[src/rtl/lfrc_pkg.sv]
// Shared types and constants of the link frame receive checker.
`default_nettype none
package lfrc_pkg;

	// Configuration register indexes.
	localparam int CFG_IDX_W = 8;
	localparam logic [CFG_IDX_W-1:0] REG_LOCAL_ID     = 8'd0;
	localparam logic [CFG_IDX_W-1:0] REG_BROADCAST_ID = 8'd1;
	localparam logic [CFG_IDX_W-1:0] REG_ACK_MASK     = 8'd2;
	localparam logic [CFG_IDX_W-1:0] REG_MAX_LEN      = 8'd3;

	// Verdict codes, in priority order after ok.
	localparam logic [2:0] VERD_OK     = 3'd0;
	localparam logic [2:0] VERD_SHORT  = 3'd1;
	localparam logic [2:0] VERD_NOADDR = 3'd2;
	localparam logic [2:0] VERD_LEN    = 3'd3;
	localparam logic [2:0] VERD_CRC    = 3'd4;

	// Result kinds.
	localparam logic KIND_PAYLOAD = 1'b0;
	localparam logic KIND_VERDICT = 1'b1;

	// Frame layout and CRC-16 constants.
	localparam int          HDR_BYTES = 7;
	localparam int          MIN_FRAME = 9;
	localparam logic [15:0] CRC_INIT  = 16'hFFFF;
	localparam logic [15:0] CRC_POLY  = 16'h1021;

	// Queue between the classifying front and the output back.
	localparam int Q_DEPTH = 2;

	typedef struct packed {
		logic [15:0] local_id;
		logic [15:0] broadcast_id;
		logic [7:0]  ack_mask;
		logic [7:0]  max_len;
	} cfg_t;

	// One classified request: a payload byte or the raw facts for a verdict.
	typedef struct packed {
		logic        kind;
		logic [7:0]  data;
		logic        too_short;
		logic        not_addr;
		logic        len_bad;
		logic        crc_bad;
		logic [15:0] sender;
		logic [7:0]  seq;
		logic [7:0]  len;
		logic        ack;
	} entry_t;

endpackage
`default_nettype wire

[src/rtl/link_frame_receive_checker_top.sv]
// Top level of the link frame receive checker: configuration registers and the three parts.
//
// The checker takes one received frame byte per request on the input channel, frame_end
// marking the last byte, and returns payload bytes of frames addressed to this node (local
// or broadcast address, at most max_len per frame) followed by one verdict per frame: ok,
// too short, not addressed, length mismatch or CRC error (CRC-16-CCITT, poly 0x1021, init
// 0xFFFF, sent big-endian). Forwarded bytes are tentative and are never withdrawn when the
// verdict is bad. The block sustains one byte per clock cycle: the front part updates the
// header fields, byte count and CRC for a whole byte at once, and a two-entry queue
// feeds the output register, so in_ready only drops when that queue is full because the
// consumer holds out_ready low. A payload byte or verdict passes through the queue and
// then the output register on its way out. Configuration writes are always accepted
// (cfg_ready is tied high) and must only happen while no frame is in flight; writes to an
// index beyond max_len are ignored.
`default_nettype none
module link_frame_receive_checker_top #(
	parameter int MAX_FRAME_BYTES = 264
) (
	input  wire                            clk,
	input  wire                            arst_n,
	input  wire                            cfg_valid,
	output logic                           cfg_ready,
	input  wire  [lfrc_pkg::CFG_IDX_W-1:0] cfg_index,
	input  wire  [15:0]                    cfg_data,
	input  wire                            in_valid,
	output logic                           in_ready,
	input  wire  [7:0]                     rx_byte,
	input  wire                            frame_end,
	output logic                           out_valid,
	input  wire                            out_ready,
	output logic                           item_kind,
	output logic [7:0]                     payload_byte,
	output logic [2:0]                     verdict,
	output logic [15:0]                    sender_id,
	output logic [7:0]                     sequence_res,
	output logic [7:0]                     payload_count,
	output logic                           ack_needed,
	output logic                           is_last
);

	lfrc_pkg::cfg_t   cfg_q;
	lfrc_pkg::entry_t push_entry, pop_entry;
	logic             push, pop, q_full, q_empty;

	// Configuration registers; the port never stalls.
	assign cfg_ready = 1'b1;

	always_ff @(posedge clk or negedge arst_n) begin
		if (!arst_n) begin
			cfg_q.local_id     <= 16'h0000;
			cfg_q.broadcast_id <= 16'hFFFF;
			cfg_q.ack_mask     <= 8'h01;
			cfg_q.max_len      <= 8'hFF;
		end else if (cfg_valid) begin
			case (cfg_index)
				lfrc_pkg::REG_LOCAL_ID:     cfg_q.local_id     <= cfg_data;
				lfrc_pkg::REG_BROADCAST_ID: cfg_q.broadcast_id <= cfg_data;
				lfrc_pkg::REG_ACK_MASK:     cfg_q.ack_mask     <= cfg_data[7:0];
				lfrc_pkg::REG_MAX_LEN:      cfg_q.max_len      <= cfg_data[7:0];
				default: ;
			endcase
		end
	end

	// The front classifies each accepted byte and queues a request when it yields a result.
	lfrc_front #(
		.MAX_FRAME_BYTES(MAX_FRAME_BYTES)
	) u_front (
		.clk        (clk),
		.arst_n     (arst_n),
		.cfg        (cfg_q),
		.in_valid   (in_valid),
		.in_ready   (in_ready),
		.rx_byte    (rx_byte),
		.frame_end  (frame_end),
		.q_full     (q_full),
		.push       (push),
		.push_entry (push_entry)
	);

	lfrc_queue u_queue (
		.clk        (clk),
		.arst_n     (arst_n),
		.push       (push),
		.push_entry (push_entry),
		.full       (q_full),
		.pop        (pop),
		.empty      (q_empty),
		.pop_entry  (pop_entry)
	);

	// The back resolves the verdict and drives the registered output channel.
	lfrc_back u_back (
		.clk           (clk),
		.arst_n        (arst_n),
		.q_empty       (q_empty),
		.q_entry       (pop_entry),
		.pop           (pop),
		.out_valid     (out_valid),
		.out_ready     (out_ready),
		.item_kind     (item_kind),
		.payload_byte  (payload_byte),
		.verdict       (verdict),
		.sender_id     (sender_id),
		.sequence_res  (sequence_res),
		.payload_count (payload_count),
		.ack_needed    (ack_needed),
		.is_last       (is_last)
	);

endmodule
`default_nettype wire

[src/rtl/lfrc_front.sv]
// Front part: accepts frame bytes, tracks header, CRC and byte count, classifies each byte.
`default_nettype none
module lfrc_front #(
	parameter int MAX_FRAME_BYTES = 264
) (
	input  wire                 clk,
	input  wire                 arst_n,
	input  lfrc_pkg::cfg_t      cfg,
	input  wire                 in_valid,
	output logic                in_ready,
	input  wire  [7:0]          rx_byte,
	input  wire                 frame_end,
	input  wire                 q_full,
	output logic                push,
	output lfrc_pkg::entry_t    push_entry
);

	localparam int IDX_W = $clog2(MAX_FRAME_BYTES + 2);
	localparam int CMP_W = (IDX_W > 9) ? IDX_W + 1 : 10;
	localparam logic [IDX_W-1:0] IDX_SAT = IDX_W'(MAX_FRAME_BYTES + 1);

	// Byte-wide CRC-16 update, MSB first.
	function automatic logic [15:0] crc_feed(input logic [15:0] crc, input logic [7:0] b);
		logic [15:0] c;
		c = crc ^ {b, 8'h00};
		for (int k = 0; k < 8; k++) begin
			if (c[15]) begin
				c = {c[14:0], 1'b0} ^ lfrc_pkg::CRC_POLY;
			end else begin
				c = {c[14:0], 1'b0};
			end
		end
		return c;
	endfunction

	logic [IDX_W-1:0] idx_q, idx_n;
	logic [15:0]      crc_q, crc_n;
	logic [15:0]      crcr_q, crcr_n;
	logic [15:0]      dest_q, dest_n;
	logic [15:0]      src_q, src_n;
	logic [7:0]       seq_q, seq_n;
	logic [7:0]       flags_q, flags_n;
	logic [7:0]       len_q, len_n;
	logic             accept, addressed, fwd;
	logic [CMP_W-1:0] i_w, n_w, len_w, ml_w;

	assign in_ready = !q_full;
	assign accept   = in_valid && !q_full;

	always_comb begin
		dest_n  = dest_q;
		src_n   = src_q;
		seq_n   = seq_q;
		flags_n = flags_q;
		len_n   = len_q;
		case (idx_q)
			IDX_W'(0): dest_n  = {rx_byte, dest_q[7:0]};
			IDX_W'(1): dest_n  = {dest_q[15:8], rx_byte};
			IDX_W'(2): src_n   = {rx_byte, src_q[7:0]};
			IDX_W'(3): src_n   = {src_q[15:8], rx_byte};
			IDX_W'(4): seq_n   = rx_byte;
			IDX_W'(5): flags_n = rx_byte;
			IDX_W'(6): len_n   = rx_byte;
			default: ;
		endcase
		// The two newest bytes are held back; the older one enters the CRC.
		crc_n  = (idx_q >= IDX_W'(2)) ? crc_feed(crc_q, crcr_q[15:8]) : crc_q;
		crcr_n = {crcr_q[7:0], rx_byte};
		idx_n  = (idx_q < IDX_SAT) ? idx_q + IDX_W'(1) : idx_q;

		addressed = (dest_n == cfg.local_id) || (dest_n == cfg.broadcast_id);
		i_w   = CMP_W'(idx_q);
		n_w   = CMP_W'(idx_n);
		len_w = CMP_W'(len_n);
		ml_w  = CMP_W'(cfg.max_len);

		// Payload window, capped by the length field, max_len and the frame size limit.
		fwd = !frame_end && addressed
			&& (i_w >= CMP_W'(lfrc_pkg::HDR_BYTES))
			&& (i_w < CMP_W'(MAX_FRAME_BYTES))
			&& (i_w <= len_w + CMP_W'(lfrc_pkg::HDR_BYTES - 1))
			&& (i_w < ml_w + CMP_W'(lfrc_pkg::HDR_BYTES));

		push = accept && (frame_end || fwd);

		push_entry.kind      = frame_end ? lfrc_pkg::KIND_VERDICT : lfrc_pkg::KIND_PAYLOAD;
		push_entry.data      = frame_end ? 8'h00 : rx_byte;
		push_entry.too_short = n_w < CMP_W'(lfrc_pkg::MIN_FRAME);
		push_entry.not_addr  = !addressed;
		push_entry.len_bad   = (n_w != len_w + CMP_W'(lfrc_pkg::MIN_FRAME))
			|| (n_w > CMP_W'(MAX_FRAME_BYTES));
		push_entry.crc_bad   = crc_n != crcr_n;
		push_entry.sender    = src_n;
		push_entry.seq       = seq_n;
		push_entry.len       = len_n;
		push_entry.ack       = ((flags_n & cfg.ack_mask) != 8'h00) && (dest_n == cfg.local_id);
	end

	always_ff @(posedge clk or negedge arst_n) begin
		if (!arst_n) begin
			idx_q   <= '0;
			crc_q   <= lfrc_pkg::CRC_INIT;
			crcr_q  <= '0;
			dest_q  <= '0;
			src_q   <= '0;
			seq_q   <= '0;
			flags_q <= '0;
			len_q   <= '0;
		end else if (accept) begin
			if (frame_end) begin
				idx_q   <= '0;
				crc_q   <= lfrc_pkg::CRC_INIT;
				crcr_q  <= '0;
				dest_q  <= '0;
				src_q   <= '0;
				seq_q   <= '0;
				flags_q <= '0;
				len_q   <= '0;
			end else begin
				idx_q   <= idx_n;
				crc_q   <= crc_n;
				crcr_q  <= crcr_n;
				dest_q  <= dest_n;
				src_q   <= src_n;
				seq_q   <= seq_n;
				flags_q <= flags_n;
				len_q   <= len_n;
			end
		end
	end

endmodule
`default_nettype wire

[src/rtl/lfrc_queue.sv]
// Short request queue between the front and back parts.
`default_nettype none
module lfrc_queue (
	input  wire                 clk,
	input  wire                 arst_n,
	input  wire                 push,
	input  lfrc_pkg::entry_t    push_entry,
	output logic                full,
	input  wire                 pop,
	output logic                empty,
	output lfrc_pkg::entry_t    pop_entry
);

	localparam int PTR_W = $clog2(lfrc_pkg::Q_DEPTH);
	localparam int CNT_W = $clog2(lfrc_pkg::Q_DEPTH + 1);

	lfrc_pkg::entry_t mem_q [lfrc_pkg::Q_DEPTH];
	logic [PTR_W-1:0] wr_q, rd_q;
	logic [CNT_W-1:0] cnt_q;
	logic             do_push, do_pop;

	assign full      = cnt_q == CNT_W'(lfrc_pkg::Q_DEPTH);
	assign empty     = cnt_q == '0;
	assign do_push   = push && !full;
	assign do_pop    = pop && !empty;
	assign pop_entry = mem_q[rd_q];

	always_ff @(posedge clk) begin
		if (do_push) begin
			mem_q[wr_q] <= push_entry;
		end
	end

	always_ff @(posedge clk or negedge arst_n) begin
		if (!arst_n) begin
			wr_q  <= '0;
			rd_q  <= '0;
			cnt_q <= '0;
		end else begin
			if (do_push) begin
				wr_q <= (wr_q == PTR_W'(lfrc_pkg::Q_DEPTH - 1)) ? '0 : wr_q + PTR_W'(1);
			end
			if (do_pop) begin
				rd_q <= (rd_q == PTR_W'(lfrc_pkg::Q_DEPTH - 1)) ? '0 : rd_q + PTR_W'(1);
			end
			if (do_push && !do_pop) begin
				cnt_q <= cnt_q + CNT_W'(1);
			end else if (do_pop && !do_push) begin
				cnt_q <= cnt_q - CNT_W'(1);
			end
		end
	end

endmodule
`default_nettype wire

[src/rtl/lfrc_back.sv]
// Back part: resolves verdict priority and holds the result in the output register.
`default_nettype none
module lfrc_back (
	input  wire                 clk,
	input  wire                 arst_n,
	input  wire                 q_empty,
	input  lfrc_pkg::entry_t    q_entry,
	output logic                pop,
	output logic                out_valid,
	input  wire                 out_ready,
	output logic                item_kind,
	output logic [7:0]          payload_byte,
	output logic [2:0]          verdict,
	output logic [15:0]         sender_id,
	output logic [7:0]          sequence_res,
	output logic [7:0]          payload_count,
	output logic                ack_needed,
	output logic                is_last
);

	logic        valid_q;
	logic        kind_q, last_q, ack_q;
	logic [7:0]  byte_q, seq_q, len_q;
	logic [2:0]  verd_q;
	logic [15:0] sender_q;
	logic [2:0]  verd_c;
	logic        ok_c;

	assign pop = !q_empty && (!valid_q || out_ready);

	always_comb begin
		if (q_entry.kind == lfrc_pkg::KIND_PAYLOAD) begin
			verd_c = lfrc_pkg::VERD_OK;
		end else if (q_entry.too_short) begin
			verd_c = lfrc_pkg::VERD_SHORT;
		end else if (q_entry.not_addr) begin
			verd_c = lfrc_pkg::VERD_NOADDR;
		end else if (q_entry.len_bad) begin
			verd_c = lfrc_pkg::VERD_LEN;
		end else if (q_entry.crc_bad) begin
			verd_c = lfrc_pkg::VERD_CRC;
		end else begin
			verd_c = lfrc_pkg::VERD_OK;
		end
		ok_c = (q_entry.kind == lfrc_pkg::KIND_VERDICT) && (verd_c == lfrc_pkg::VERD_OK);
	end

	always_ff @(posedge clk or negedge arst_n) begin
		if (!arst_n) begin
			valid_q <= 1'b0;
		end else if (pop) begin
			valid_q <= 1'b1;
		end else if (out_ready) begin
			valid_q <= 1'b0;
		end
	end

	always_ff @(posedge clk) begin
		if (pop) begin
			kind_q   <= q_entry.kind;
			last_q   <= q_entry.kind == lfrc_pkg::KIND_VERDICT;
			byte_q   <= q_entry.data;
			verd_q   <= verd_c;
			sender_q <= ok_c ? q_entry.sender : 16'h0000;
			seq_q    <= ok_c ? q_entry.seq : 8'h00;
			len_q    <= ok_c ? q_entry.len : 8'h00;
			ack_q    <= ok_c && q_entry.ack;
		end
	end

	assign out_valid     = valid_q;
	assign item_kind     = kind_q;
	assign payload_byte  = byte_q;
	assign verdict       = verd_q;
	assign sender_id     = sender_q;
	assign sequence_res  = seq_q;
	assign payload_count = len_q;
	assign ack_needed    = ack_q;
	assign is_last       = last_q;

endmodule
`default_nettype wire

[config.mk]
export PLATFORM = sky130hd
export DESIGN_NAME = link_frame_receive_checker_top
export DESIGN_NICKNAME = d
export VERILOG_FILES = /design/src/rtl/lfrc_pkg.sv /design/src/rtl/link_frame_receive_checker_top.sv /design/src/rtl/lfrc_front.sv /design/src/rtl/lfrc_queue.sv /design/src/rtl/lfrc_back.sv
export SDC_FILE = /design/constraint.sdc
export NUM_CORES = 1
export LEC_CHECK = 0
export ABC_CLOCK_PERIOD_IN_PS = 11550
export BUFFER_PORTS_ARGS = -buffer_cell sky130_fd_sc_hd__buf_2
export CAP_MARGIN = 10
export CORE_ASPECT_RATIO = 0.7
export CORE_MARGIN = 2
export CORE_UTILIZATION = 42
export DETAILED_ROUTE_END_ITERATION = 10
export SLEW_MARGIN = 20
export SYNTH_ARGS = -nofsm -noshare
export SYNTH_HDL_FRONTEND = slang
export SYNTH_HIERARCHICAL = 1
export SYNTH_SLANG_ARGS = --single-unit
export TNS_END_PERCENT = 1
[constraint.sdc]
create_clock -name clk -period 11.55 [get_ports clk]
set_input_delay 2.31 -clock clk [delete_from_list [all_inputs] [get_ports clk]]
set_output_delay 2.31 -clock clk [all_outputs]
set_load 0.005 [all_outputs]
==> Word level (Yosys, flattened, before mapping) <==
Memories as Yosys holds them, arrays and structs flattened.
Cells that the tools add are included.
{ "op_classes": {"addsub": 8, "magnitude_cmp": 8, "n_eq_ne": 14, "n_mux": 38, "bitwise": 10, "reduce_logical": 37} }
{ "ops": {"columns": ["operator", "n"], "rows": [
  ["13-bit 2-to-1 mux", 8],
  ["16-bit 2-to-1 mux", 5],
  ["16-bit one-hot mux with 2 select lines", 2],
  ["8-bit 2-to-1 mux", 7],
  ["16-bit equality test", 2],
  ["9-bit by 3-bit equality test with 1-bit output (second input constant)", 3],
  ["3-bit inverter", 8],
  ["8-bit by 3-bit adder with 9-bit output (second input constant)", 2],
  ["9-bit by 2-bit equality test with 1-bit output (second input constant)", 2],
  ["9-bit < comparator (second input constant)", 2],
  ["9-bit 2-to-1 mux", 2],
  ["8-bit by 2-bit equality test with 1-bit output (second input constant)", 2],
  ["16-bit inequality test", 1],
  ["16-bit XOR", 1],
  ["1-bit logical AND", 15],
  ["3-bit 2-to-1 mux", 5],
  ["9-bit by 10-bit less-or-equal comparator with 1-bit output", 1],
  ["9-bit by 10-bit < comparator with 1-bit output", 1],
  ["9-bit by 10-bit inequality test with 1-bit output", 1],
  ["8-bit by 4-bit adder with 9-bit output (second input constant)", 1],
  ["9-bit by 1-bit adder with 9-bit output (second input constant)", 1],
  ["9-bit by 1-bit equality test with 1-bit output (second input constant)", 1],
  ["9-bit by 2-bit greater-or-equal comparator with 1-bit output (second input constant)", 1],
  ["9-bit by 3-bit greater-or-equal comparator with 1-bit output (second input constant)", 1],
  ["other kinds (19)", 40]
]} }
{ "totals": {"reg_bits": 195, "ram_bits": 92, "inputBits": 38, "out_inout_bits": 49, "wordCells": 139, "mem_count": 1} }
{ "memory_table": {"columns": ["memory", "depth", "word_bits", "rd", "rd_clocked_by_memory_dff", "wr", "line", "source"], "rows": [
  ["u_queue.mem_q", 2, 46, 1, 0, 1, "lfrc_queue.sv:17", "lfrc_pkg::entry_t mem_q [lfrc_pkg::Q_DEPTH];"]
]} }

==> Depth between registers and ports, before layout <==
Gate-level depths: netlist of run 1.
{ "logic_depth": {"ltp_word": 19, "ltp_mapped": 23, "mapped_depth_nobuf": 23} }

==> Modules after synthesis <==
Netlist of run 1, hierarchy kept.
{ "by_module_without_submodules": {"columns": ["mod", "n_inst", "cells_each", "area_per_inst_um2", "seq_area_each_um2"], "rows": [
  ["lfrc_front", 1, 821, 7502.2, 2447.3],
  ["lfrc_queue", 1, 162, 3639.7, 2862.7],
  ["link_frame_receive_checker_top", 1, 107, 1961.9, 1232.4],
  ["lfrc_back", 1, 97, 1695.4, 1376.3]
]} }

==> Least setup slack after synthesis of run 1 <==
Ideal clock, no wire load.
{ "synth_timing": {"path_type": "input port to flip-flop", "from": "in rx_byte[1]", "to": "mem u_queue/mem_q[0][0] (netlist bit), enable pin", "setup_time_ns": 0.450, "arrival_time_ns": 6.666, "t_required_ns": 11.100, "path_slack_ns": 4.435, "stages": 15, "path_buffers": 2, "path_cell_list": "clkbuf_1 clkbuf_1 mux2i_1 nand2_1 nand3_1 o21ai_0 o21ai_0 ha_1 and4_1 nand4_1 a211oi_1 o21ai_0 o31ai_2 nand2_1 nor2_1"} }
{ "synth_via": {"elab_chain_cells": 13, "elab_cells_between_ends": 17, "classes_between": "1 x add/sub; 1 x order compare; 2 x eq/ne; 4 x mux; 9 x reduce/logical"} }
{ "synth_rtl": {"columns": ["item", "line", "source"], "rows": [
  ["start: declaration", "link_frame_receive_checker_top.sv:27", "input wire [7:0] rx_byte,"],
  ["branches (longest 6 deep; another with 9-bit by 10-bit less-or-equal comparator with 1-bit output)", null, null],
  ["1-bit logical AND (*)", "lfrc_front.sv:81", "&& (i_w <= len_w + CMP_W'(lfrc_pkg::HDR_BYTES - 1))"],
  ["1-bit logical AND (*)", "lfrc_front.sv:82", "&& (i_w < ml_w + CMP_W'(lfrc_pkg::HDR_BYTES));"],
  ["1-bit logical OR (*)", "lfrc_front.sv:84", "push = accept && (frame_end || fwd);"],
  ["1-bit logical AND (*)", "lfrc_front.sv:84", null],
  ["via push", "link_frame_receive_checker_top.sv:43", "logic push, pop, q_full, q_empty;"],
  ["1-bit logical AND (*)", "lfrc_queue.sv:24", "assign do_push = push && !full;"],
  ["1-bit 2-to-1 mux (*)", "lfrc_queue.sv:29", "if (do_push) begin"],
  ["1-bit 2-to-1 mux (implied by the code) (*)", "lfrc_queue.sv:30", "mem_q[wr_q] <= push_entry;"],
  ["end: declaration", "lfrc_queue.sv:17", null]
]} }
Mark *: on every way through the listed nets, which the timed path passes.

==> results.ini, run 1 <==
[setup_path]
startpoint = u_front/idx_q[0]$_DFFE_PN0P_
critical-path-slowest-cell = nor4bb_1
start_kind = flop
crit_fanout = 32
cp-end-kind = flop
crit_buf_inv = 3
cpLargestDelayFamily = simple AND/OR/NAND/NOR gates
worstPathRequired_ns = 11.76
path_depth = 18
worstPathArrival_ns = 6.24
timing.rr.end = u_queue/mem_q[0][33]$_DFFE_PP_
r2r_start = u_front/idx_q[0]$_DFFE_PN0P_
rrSetupSlack_ns = 5.51
critPathCapture = u_queue/mem_q[0][33]$_DFFE_PP_
cpPeakStageDelay_ns = 0.60
path_cells = inv_1 > ha_1 > nor4bb_1 > nand2_1 > mux2i_1 > inv_1 > nand3_1 > nor2_1 > xnor2_1 > ha_1 > and3_1 > nand4_1 > a211oi_1 > o21ai_0 > o31ai_2 > nand2_1 > nor2_4 > buf_4
rr_worst_depth = 18
worstSetupPathType = reg2reg

[synthesis]
ys_warn_count = 6
synth_cell_types = 81
syn_area_per_cell_sq_um = 12.5
synth_edf_count = 137
netlist_instances = 1187
ys.flop_type = edfxtp_1
seq_area_frac_synth = 0.535
ys_seq_elements = 287
synth_fp_nets = 1250
netlist_area_sq_mm = 0.0148
async_flop_share = 0.523

[power]
switching_power_uw = 1390
leakage_uw = 0.00682
power.share.sequential = 0.374
clkPwrFrac = 0.250
intPower_uw = 2580
pwr-share-comb = 0.377
switching_share = 0.350
vdd_drop_max_mv = 0.142
p_per_area_mw_per_mm2 = 240

[finish]
layout-drive-gt1-share = 0.271
fillers = 3145
fin_nets = 1298
n_antenna_cell = 0
areaGrowthSynthToFinish_pct = 11.8

[routing]
vias_per_cell = 5.66
drc = 0
wl_per_cell_um = 21.2
wl_met2_um = 15800
first_iter_violations = 825
wirelength_um = 36600
drt-met1-wl_um = 18000
drtPass1Iterations = 7
via_count = 9790
ant_nets = 0
wl_met3_um = 2150
maxUsedRoutingLayer = met4

[run_status]
status = complete, no violations

[sta]
rsz0062_at_grt = false
fin_tns_setup_ns = 0
period_share = 0.523
worst_pin_slew_ns = 1.12
hold_violations = 0
whs_ns = 0.492
drv_slew = 0
fin_skew_ns = 0.0183
finalSetupViolCount = 0
period_needed_ns = 6.04
clock.fmax_mhz = 166
slew_headroom = 0.252

[clock_tree]
cts-htree-levels = 1
cts_made_buffers = 29
clock-sinks = 287
cts_root_buf = clkbuf_16
clk_latency_ns = 0.57
clkTransAtPathRegs_ns = 0.07
clk_path_buf_depth = 3
cts_setup_buffers = 0
cts_hold_buf = 0
cts_resized = 0
cts_tree = done

[floorplan]
start_util = 0.426
io_pins = 87
placementRows = 57
die_x_um = 228
coreArea_sq_mm = 0.0347
dieArea_sq_mm = 0.0368
die_h_um = 161

[placed_design]
place_hpwl_um = 24100
gp_congestion = 0.844
port_buffers = 85

[run]
cap_violations = 0

[grt]
grt_max_degree = 93
antenna_found_initial = 0
grt_first_pass_wirelength_um = 57800
grt_usage = 0.201
overflow = 0
grt_pass1_vias = 9657

[min_path]
hp-class = reg2reg
worstHoldStart = u_front/crcr_q[11]$_DFFE_PN0P_
hold_path_depth = 2

[tightest hold or removal path, delay by kind of cell (launching register included)]
family           cells  cell delay, ns
AND/OR/NAND/NOR      2            0.10
flip-flops           1            0.36
[kinds of logic after synthesis]
kind of cell               after synthesis  share of synthesized area
adders and majority gates               25                     0.0211
DFF                                    287                      0.535
AOI/OAI and AO/OA                      262                      0.130
muxes                                  137                      0.114
xor gates and xnor gates                78                     0.0462
buffers and inverters                  108                     0.0360
and+or+nand+nor                        289                      0.117
other                                    1                   0.000253
[power by group through the flow]
stage | Sequential (uW) | Combinational [uW] | Clock (uW)
final | 1480 | 1500 | 991
after global routing | 1510 | 1630 | 1060
after CTS | 1480 | 1490 | 1020
after detailed placement | 1500 | 1480 | 0
after global placement | 1500 | 1470 | 0
after floorplan | 1480 | 1110 | 0
[per-layer routing]
layer | global-route usage | vias up
met1 | 0.308 | 4941
met5 | 0 | -
met3 | 0.0369 | 40
li1 | - | 4549
met4 | 0.0395 | 0
met2 | 0.298 | 260
[flip-flops by register name, indices dropped and copies added, names as in the netlist]
name                  flops
u_back/sequence_res       8
u_queue/mem_q            92
u_back/out_valid          1
u_back/verdict            3
u_back/payload_byte       8
u_front/crc_q            16
u_back/sender_id         16
u_front/dest_q           16
u_front/crcr_q           16
u_back/ack_needed         1
u_front/src_q            16
u_front/len_q             8
u_front/seq_q             8
u_queue/wr_q              1
u_back/payload_count      8
u_front/idx_q             9
u_queue/cnt_q             2
u_front/flags_q           8
u_queue/rd_q              1
cfg_q                    48
u_back/is_last            1
[cell usage after synthesis (8+ instances only)]
master	number	share of area
edfxtp_1	137	0.28
dfrtp_1	109	0.18
nand2_1	83	0.021
mux2_2	78	0.059
o21ai_0	60	0.020
xnor2_1	58	0.034
clkbuf_1	55	0.014
a22o_1	43	0.025
dfstp_2	41	0.073
mux2_4	40	0.041
and3_1	38	0.016
o22a_1	26	0.015
ha_1	25	0.021
nor2_1	25	0.0063
a31oi_1	23	0.0097
a21oi_1	22	0.0074
inv_1	22	0.0056
xor2_1	20	0.012
and2_1	19	0.0080
and4_1	18	0.011
mux2i_1	18	0.012
a221oi_1	16	0.0095
nor2b_1	15	0.0063
a21boi_0	14	0.0071
nand3_1	14	0.0047
a22oi_1	12	0.0061
buf_6	11	0.0084
nand3b_1	11	0.0056
nand4_1	9	0.0038
buf_2	8	0.0027
nand2b_1	8	0.0034
or3_1	8	0.0034
[cells in the final DEF (no fill, tap or decap), types with 5 or more instances in the layout]
| master | count |
|---|---|
| edfxtp_1 | 137 |
| dfrtp_1 | 108 |
| buf_2 | 84 |
| nand2_1 | 82 |
| mux2_2 | 78 |
| o21ai_0 | 60 |
| xnor2_1 | 58 |
| a22o_1 | 43 |
| dfstp_2 | 41 |
| mux2_4 | 40 |
| and3_1 | 37 |
| clkbuf_16 | 29 |
| o22a_1 | 26 |
| ha_1 | 25 |
| nor2_1 | 23 |
| a31oi_1 | 23 |
| inv_1 | 22 |
| a21oi_1 | 21 |
| xor2_1 | 20 |
| and2_1 | 19 |
| mux2i_1 | 18 |
| and4_1 | 18 |
| buf_4 | 17 |
| a221oi_1 | 16 |
| nor2b_1 | 14 |
| nand3_1 | 14 |
| a21boi_0 | 14 |
| a22oi_1 | 12 |
| nand3b_1 | 11 |
| nand4_1 | 9 |
| nand2b_1 | 8 |
| or3_1 | 8 |
| clkbuf_1 | 7 |
| o31ai_1 | 7 |
| nor3_1 | 7 |
| o31ai_2 | 6 |
| bufinv_16 | 5 |
| nand4b_1 | 5 |
[cell type report]
type,count,area (sq um),share of cell area
clock buffers,38,779,0.0471
clock inverters,16,214,0.0129
inverters,22,82.6,0.00499
multi-input cells,792,6380,0.386
flip-flops and latches,287,7920,0.479
well taps,472,591,0.0357
repair buffers,103,579,0.0350
[worst min path at each step]
stage / to / slack (ns)
floorplan: u_front/len_q[0]$_DFFE_PN0P_ / 0.44
global placement: u_front/crcr_q[10]$_DFFE_PN0P_ / 0.47
detailed placement: u_front/len_q[4]$_DFFE_PN0P_ / 0.48
CTS: u_front/len_q[4]$_DFFE_PN0P_ / 0.49
global route: u_front/seq_q[0]$_DFFE_PN0P_ / 0.51
finish: u_front/crcr_q[11]$_DFFE_PN0P_ / 0.49
[stage by stage]
stage | total power [uW] | util | setup WS, ns | cell area, sq um | std cells
6_report | 3970 | 0.476 | 5.51 | 16500 | 1730
5_1_grt | 4210 | 0.476 | 5.12 | 16500 | 1730
4_1_cts | 4000 | 0.476 | 5.68 | 16500 | 1730
3_5_place_dp | 2990 | 0.448 | 5.18 | 15600 | 1676
3_3_place_gp | 2970 | 0.447 | 5.26 | 15500 | 1675
2_1_floorplan | 2590 | - | 4.43 | 14800 | 1187
No activity file was read; power rests on OpenSTA's default activity.
==> inputs of run 2 (changes only) <==
- ABC_AREA: unset -> 1
- ABC_CLOCK_PERIOD_IN_PS: 11550 -> 5150
- clock period: 11.55 -> 5.15 ns (I/O delays scaled with it)
==> run 2 against run 1 <==
Area after synthesis down 0.52%. Critical path depth up 9. Cell count up 29%. Non-clock buffer count down 8. Clock power up 130%. Sequential power up 120%. Sequential share of layout area up 0.16 points. Largest cell class unchanged. Count of clock-buffer cells in the layout up 5. First-iteration DRC count up 26%. Power up 120%.
==> results.ini, run 2 <==
[clock_tree]
cts_root_buf = clkbuf_16
cts-htree-levels = 1  ; unchanged
cts_made_buffers = 30  ; +3.4%
clk_path_buf_depth = 3  ; unchanged
cts_setup_buffers = 0  ; unchanged
cts_resized = 0  ; unchanged
clkTransAtPathRegs_ns = 0.06  ; about the same
clk_latency_ns = 0.57  ; about the same
clock-sinks = 287  ; unchanged
cts_tree = done
cts_hold_buf = 0  ; unchanged

[synthesis]
synth_adder_area_share = 0.0212  ; +0.000111
netlist_area_sq_mm = 0.0147  ; -0.52%
synthTopCellsByArea = edfxtp_1, dfrtp_1, nand2_1
synth_edf_count = 137  ; unchanged
yosysMostFrequentCell = nand2_1
ys_seq_elements = 287  ; unchanged
synth_common_cells = nand2_1, inv_1, edfxtp_1
synth_mux_area_frac = 0  ; -0.114
synth.largest_area_cell = edfxtp_1
async_flop_share = 0.523  ; unchanged
synthSimpleGateAreaFrac = 0.259  ; +0.141
synth_fp_nets = 1719  ; +38%
synth-xor-area-share = 0.0196  ; -0.0265
syn_area_per_cell_sq_um = 8.89  ; -29%
ys.flop_type = edfxtp_1
synth_cell_types = 48  ; -41%
seq_area_frac_synth = 0.538  ; +0.00282
synth_compound_area_frac = 0.0831  ; -0.0473
yosys.area.top_type_share = 0.279  ; +0.00146
ys_warn_count = 6  ; unchanged
netlist_instances = 1656  ; +40%
synth_top_family_by_area = simple AND/OR/NAND/NOR gates

[floorplan]
die_x_um = 228  ; -0.26%
placementRows = 57  ; unchanged
die_h_um = 161  ; -0.25%
start_util = 0.426  ; -0.000486
io_pins = 87  ; unchanged
dieArea_sq_mm = 0.0366  ; -0.51%
coreArea_sq_mm = 0.0346  ; -0.41%

[placed_design]
gp_congestion = 0.906  ; +7.4%
port_buffers = 85  ; unchanged
place_hpwl_um = 27200  ; +13%

[sta]
slew_headroom = 0.327  ; +0.0746
period_needed_ns = 4.59  ; -1.44 ns
hold_violations = 0  ; unchanged
rsz0062_at_grt = false
finalSetupViolCount = 0  ; unchanged
period_share = 0.892  ; +0.369
fin_skew_ns = 0.0128  ; -0.00549 ns
fin_tns_setup_ns = 0  ; unchanged
worst_pin_slew_ns = 1.01  ; -0.114 ns
whs_ns = 0.466  ; -0.0267 ns
drv_slew = 0  ; unchanged
clock.fmax_mhz = 218  ; +31%

[run]
cap_violations = 0  ; unchanged

[finish]
layout_commonest_cell = nand2_1
fin_nets = 1792  ; +38%
n_antenna_cell = 0  ; unchanged
layout-drive-gt1-share = 0.179  ; -0.0925
fillers = 3286  ; +4.5%
reg.largest.list = u_queue/mem_q x92, cfg_q x48
largest_reg_flops = 92  ; unchanged
layout_common_cells = nand2_1, inv_1, edfxtp_1, nand3_1, dfrtp_1
multiInputGateArea_sq_mm = 0.00566  ; -11%
register_area_sq_mm = 0.00792  ; about the same
top_register = u_queue/mem_q
areaGrowthSynthToFinish_pct = 12.0

[grt]
grt_max_degree = 101  ; +8.6%
antenna_found_initial = 0  ; unchanged
grt_usage = 0.216  ; +0.0147
overflow = 0  ; unchanged
grt_pass1_vias = 10659  ; +10%
grt_first_pass_wirelength_um = 61600  ; +6.6%

[routing]
via_count = 11302  ; +15%
ant_nets = 0  ; unchanged
vias_per_cell = 5.08  ; -10%
first_iter_violations = 1036  ; +26%
drc = 0  ; unchanged
drtPass1Iterations = 5  ; -2
wl_per_cell_um = 17.5  ; -17%
wirelength_um = 38900  ; +6.1%

[setup_path]
start_kind = flop
worstPathRequired_ns = 5.40  ; -6.36 ns
rr_worst_depth = 27  ; +9
crit_fanout = 46  ; +44%
worstPathArrival_ns = 4.84  ; -1.40 ns
worstSetupPathType = reg2reg
cp-end-kind = flop

[power]
p_per_area_mw_per_mm2 = 521  ; +120%
leakage_uw = 0.00760  ; +12%
vdd_drop_max_mv = 0.332  ; +130%

[min_path]
hp-class = reg2reg
hold_path_depth = 2  ; unchanged

[run_status]
status = complete, no violations

[run 2: cell types whose count changed after synthesis, moves of 37 or more]
cell | before | now
nand2_1 | 83 | 540
o22ai_1 | 4 | 44
mux2_2 | 78 | 0
inv_1 | 22 | 181
xnor2_1 | 58 | 14
clkbuf_1 | 55 | 17
nor2_2 | 1 | 42
mux2_4 | 40 | 0
nor2_1 | 25 | 78
and3_1 | 38 | 1
nand3_1 | 14 | 120
[run 2: worst paths after layout]
check	from	end	slack (ns)
min	cfg_q[8]$_DFFE_PN1P_	cfg_q[8]$_DFFE_PN1P_	0.47
max	u_front/idx_q[0]$_DFFE_PN0P_	u_queue/mem_q[1][33]$_DFFE_PP_	0.56
max reg2reg	u_front/idx_q[0]$_DFFE_PN0P_	u_queue/mem_q[1][33]$_DFFE_PP_	0.56
max in group asynchronous	arst_n	cfg_q[5]$_DFFE_PN1P_	3.55
min reg2reg	cfg_q[8]$_DFFE_PN1P_	cfg_q[8]$_DFFE_PN1P_	0.47
min in group asynchronous	arst_n	u_front/dest_q[13]$_DFFE_PN0P_	0.56
[run 2: worst max-delay path, stage by stage (launching register included)]
cell and delay, ns:
dfrtp_1 0.47, inv_1 0.23, ha_1 0.21, nand2_1 0.08, nor2_2 0.15, nand2_4 0.17
nand2_1 0.10, o21ai_0 0.10, inv_1 0.24, nor2_1 0.10, nor2_1 0.15, inv_1 0.09
nor2_1 0.09, inv_1 0.07, o21ai_0 0.17, ha_1 0.28, a21oi_1 0.14, o21ai_0 0.09
a21oi_1 0.11, o21ai_0 0.09, o31ai_1 0.07, nand2_1 0.08, nor2_1 0.10, nand2_1 0.07
a21oi_2 0.14, o21ai_0 0.21, nor2_4 0.15, buf_12 0.26
[run 2: area by class of cell]
type,count,share of cell area
sequential,287,0.480
clock inverter,13,0.0121
inverter,204,0.0471
multi-input combinational,1111,0.343
clock buffer,43,0.0491
timing repair buffer,95,0.0322
tap,472,0.0358
[run 2: power breakdown]
| part | total [uW] | switching (uW) | internal [uW] |
|---|---|---|---|
| Clock | 2240 | 902 | 1340 |
| Combinational | 3100 | 2160 | 940 |
| Sequential | 3250 | 226 | 3020 |
[run 2: logic make-up after synthesis]
kind of cell | count (synthesis)
flip-flops | 287
other | 1
AO/OA/AOI/OAI | 199
adder cells (fa/ha/maj) | 25
XOR/XNOR | 33
buffers and inverters | 258
AND/OR/NAND/NOR | 853
[run 2: per-stage QoR]
step	power (uW)	instance area [sq um]	setup slack [ns]	std cells	utilization
6_report	8590	16500	0.556	2225	0.477
5_1_grt	9170	16500	0.0543	2225	0.477
2_1_floorplan	5430	14700	0.344	1656	-
4_1_cts	8630	16500	0.582	2225	0.477
3_5_place_dp	6360	15500	0.600	2169	0.448
3_3_place_gp	6340	15500	0.731	2169	0.447
[run 2: layer usage]
layer | track usage | routed length [um] | vias up
li1 | - | - | 5537
met1 | 0.327 | 18800 | 5363
met2 | 0.324 | 16800 | 347
met3 | 0.0337 | 2490 | 55
met4 | 0.0502 | 769 | 0
met5 | 0 | 0 | -
==> inputs of run 3 (changes only) <==
- CELL_PAD_IN_SITES_DETAIL_PLACEMENT: unset -> 2
- CELL_PAD_IN_SITES_GLOBAL_PLACEMENT: unset -> 2
- CORE_UTILIZATION: 42 -> 35
- PLACE_DENSITY_LB_ADDON: unset -> 0.1
==> run 3 against run 2 <==
Sequential power is essentially flat. Non-clock buffer count rose by 17. Clock skew up 0.017 ns. Register-to-register slack got worse by 0.10 ns. Routed wire length rose by 35%. Clock power increased by 13%. Critical path depth is the same. Design area rose by 2.5%. Die area is 20% higher. Sequential cell count unchanged. Power increased by 8.7%. Critical endpoint is now u_queue/mem_q[0][2]$_DFFE_PP_. Largest cell class unchanged.
==> results.ini, run 3 (same netlist as run 2, synthesis figures left out) <==
[run_status]
status = complete, no violations

[finish]
design_area_sq_mm = 0.0169  ; +2.5%
areaGrowthSynthToFinish_pct = 14.8
layout_commonest_cell = nand2_1
layout-drive-gt1-share = 0.195  ; +0.0169
layout_common_cells = nand2_1, inv_1, edfxtp_1, nand3_1, dfrtp_1
fin_nets = 1813  ; +1.2%
fillers = 4563  ; +39%
reg.largest.list = u_queue/mem_q x92, cfg_q x48
largest_reg_flops = 92  ; unchanged
top_register = u_queue/mem_q

[setup_path]
startpoint = u_front/idx_q[0]$_DFFE_PN0P_
critPathCapture = u_queue/mem_q[0][2]$_DFFE_PP_
worstPathArrival_ns = 4.91  ; +0.07 ns
r2r_start = u_front/idx_q[0]$_DFFE_PN0P_
rrSetupSlack_ns = 0.45  ; -0.10 ns
timing.rr.end = u_queue/mem_q[0][2]$_DFFE_PP_
rr_worst_depth = 27  ; unchanged
start_kind = flop
worstPathRequired_ns = 5.36  ; -0.04 ns
cp-end-kind = flop
worstSetupPathType = reg2reg
crit_fanout = 23  ; -50%

[clock_tree]
clkTransAtPathRegs_ns = 0.07  ; about the same
cts_hold_buf = 0  ; unchanged
cts-htree-levels = 2  ; +1
cts_tree = done
clk_path_buf_depth = 3  ; unchanged
clk_latency_ns = 0.54  ; -0.03 ns
cts_root_buf = clkbuf_16
cts_made_buffers = 34  ; +13%
clock-sinks = 287  ; unchanged

[sta]
whs_ns = 0.409  ; -0.0566 ns
fin_tns_setup_ns = 0  ; unchanged
period_needed_ns = 4.70  ; +0.102 ns
slew_headroom = 0.313  ; -0.0134
hold_violations = 0  ; unchanged
worst_pin_slew_ns = 1.03  ; +0.0188 ns
fin_skew_ns = 0.0293  ; +0.0165 ns
drv_slew = 0  ; unchanged
period_share = 0.912  ; +0.0198
rsz0062_at_grt = false
finalSetupViolCount = 0  ; unchanged
clock.fmax_mhz = 213  ; -2.2%

[power]
p_per_area_mw_per_mm2 = 552  ; +6.0%
leakage_uw = 0.00778  ; +2.4%
finalPower_uw = 9330  ; +8.7%
vdd_drop_max_mv = 0.299  ; -9.9%

[routing]
wl_per_cell_um = 22.6  ; +30%
wirelength_um = 52500  ; +35%
first_iter_violations = 635  ; -39%
drc = 0  ; unchanged
via_count = 11975  ; +6.0%
drtPass1Iterations = 5  ; unchanged
vias_per_cell = 5.16  ; +1.6%
ant_nets = 0  ; unchanged

[placed_design]
place_hpwl_um = 37200  ; +37%
port_buffers = 85  ; unchanged
gp_congestion = 0.854  ; -5.8%
place_area_sq_mm = 0.0157  ; +1.3%

[grt]
grt_pass1_vias = 12732  ; +19%
antenna_found_initial = 1  ; +1
grt_first_pass_wirelength_um = 79900  ; +30%
grt_usage = 0.242  ; +0.0266
grt_max_degree = 117  ; +16%
overflow = 0  ; unchanged

[floorplan]
dieArea_sq_mm = 0.0437  ; +20%
die_h_um = 176  ; +9.3%
die_x_um = 249  ; +9.4%
placementRows = 62  ; +8.8%
io_pins = 87  ; unchanged
start_util = 0.357  ; -0.0689
coreArea_sq_mm = 0.0413  ; +19%

[min_path]
hp-class = in2async

[run]
cap_violations = 0  ; unchanged

==> run 3: changes by cell type in the layout (fill, tap and decap cells not counted), sizes merged <==
cell / previous run / this run
buf: 95 / 110
bufinv: 5 / 4
clkbuf: 43 / 44
clkinv: 11 / 14
diode: 0 / 2
inv: 200 / 204
==> run 3: critical path, stage by stage, from the launching register on <==
cell and delay (ns):
dfrtp_1 0.47, inv_2 0.16, ha_1 0.20, nand2_1 0.11
nor2_2 0.17, nand2_4 0.13, buf_4 0.21, o21ai_4 0.28
inv_4 0.09, nor2_4 0.09, nand2_1 0.11, nor2_1 0.11
nand2_1 0.07, ha_1 0.34, a21oi_1 0.15, o21ai_0 0.11
a21oi_1 0.11, o21ai_0 0.10, o31ai_1 0.08, nand2_1 0.09
nor2_2 0.20, nand2_1 0.14, a21oi_2 0.18, inv_1 0.07
nor2_2 0.14, nand2_1 0.11, inv_2 0.12, buf_12 0.19
==> run 3: final cells by class <==
| type | count | area [sq um] | share of cell area |
|---|---|---|---|
| Tap cell | 544 | 681 | 0.0403 |
| Inverter | 204 | 774 | 0.0458 |
| Timing Repair Buffer | 112 | 707 | 0.0418 |
| Clock inverter | 19 | 219 | 0.0130 |
| Clock buffer | 42 | 932 | 0.0551 |
| Antenna cell | 2 | 5.00 | 0.000296 |
| Sequential cell | 287 | 7920 | 0.468 |
| Multi-Input combinational cell | 1111 | 5670 | 0.335 |
==> run 3: worst min-delay path by stage <==
stage / from / endpoint / slack, ns / cells after the start
2_1_floorplan: cfg_q[10]$_DFFE_PN0P_ / cfg_q[10]$_DFFE_PN0P_ / 0.44 / 2
3_3_place_gp: cfg_q[8]$_DFFE_PN1P_ / cfg_q[8]$_DFFE_PN1P_ / 0.46 / 2
3_5_place_dp: cfg_q[17]$_DFFE_PN1P_ / cfg_q[17]$_DFFE_PN1P_ / 0.47 / 2
4_1_cts: arst_n / u_front/src_q[14]$_DFFE_PN0P_ / 0.40 / 1
5_1_grt: arst_n / cfg_q[14]$_DFFE_PN0P_ / 0.42 / 1
6_report: arst_n / u_front/src_q[14]$_DFFE_PN0P_ / 0.41 / 1
==> run 3: routing by layer <==
metal / wire (um) / GRT usage / vias to the layer above
met5: 0 / 0 / -
met3: 2440 / 0.0390 / 45
met4: 642 / 0.0429 / 0
met2: 23200 / 0.370 / 197
li1: - / - / 5581
met1: 26300 / 0.365 / 6152
==> run 3: stage by stage <==
stage	setup slack [ns]	util	std cells
after floorplan	0.344	-	1656
after global placement	0.510	0.380	2254
final	0.454	0.410	2321
after detailed placement	0.297	0.380	2254
after global routing	0.104	0.409	2319
after CTS	0.177	0.408	2315
==> run 3: where the power goes <==
part	total [uW]	switching [uW]	internal, uW
Combinational	3530	2550	981
Clock	2540	1040	1500
Sequential	3260	241	3020
==> run 3: timing repair <==
item	in CTS	in global routing
gates resized for setup	0	4
setup endpoints to repair	0	94
setup buffers	0	2
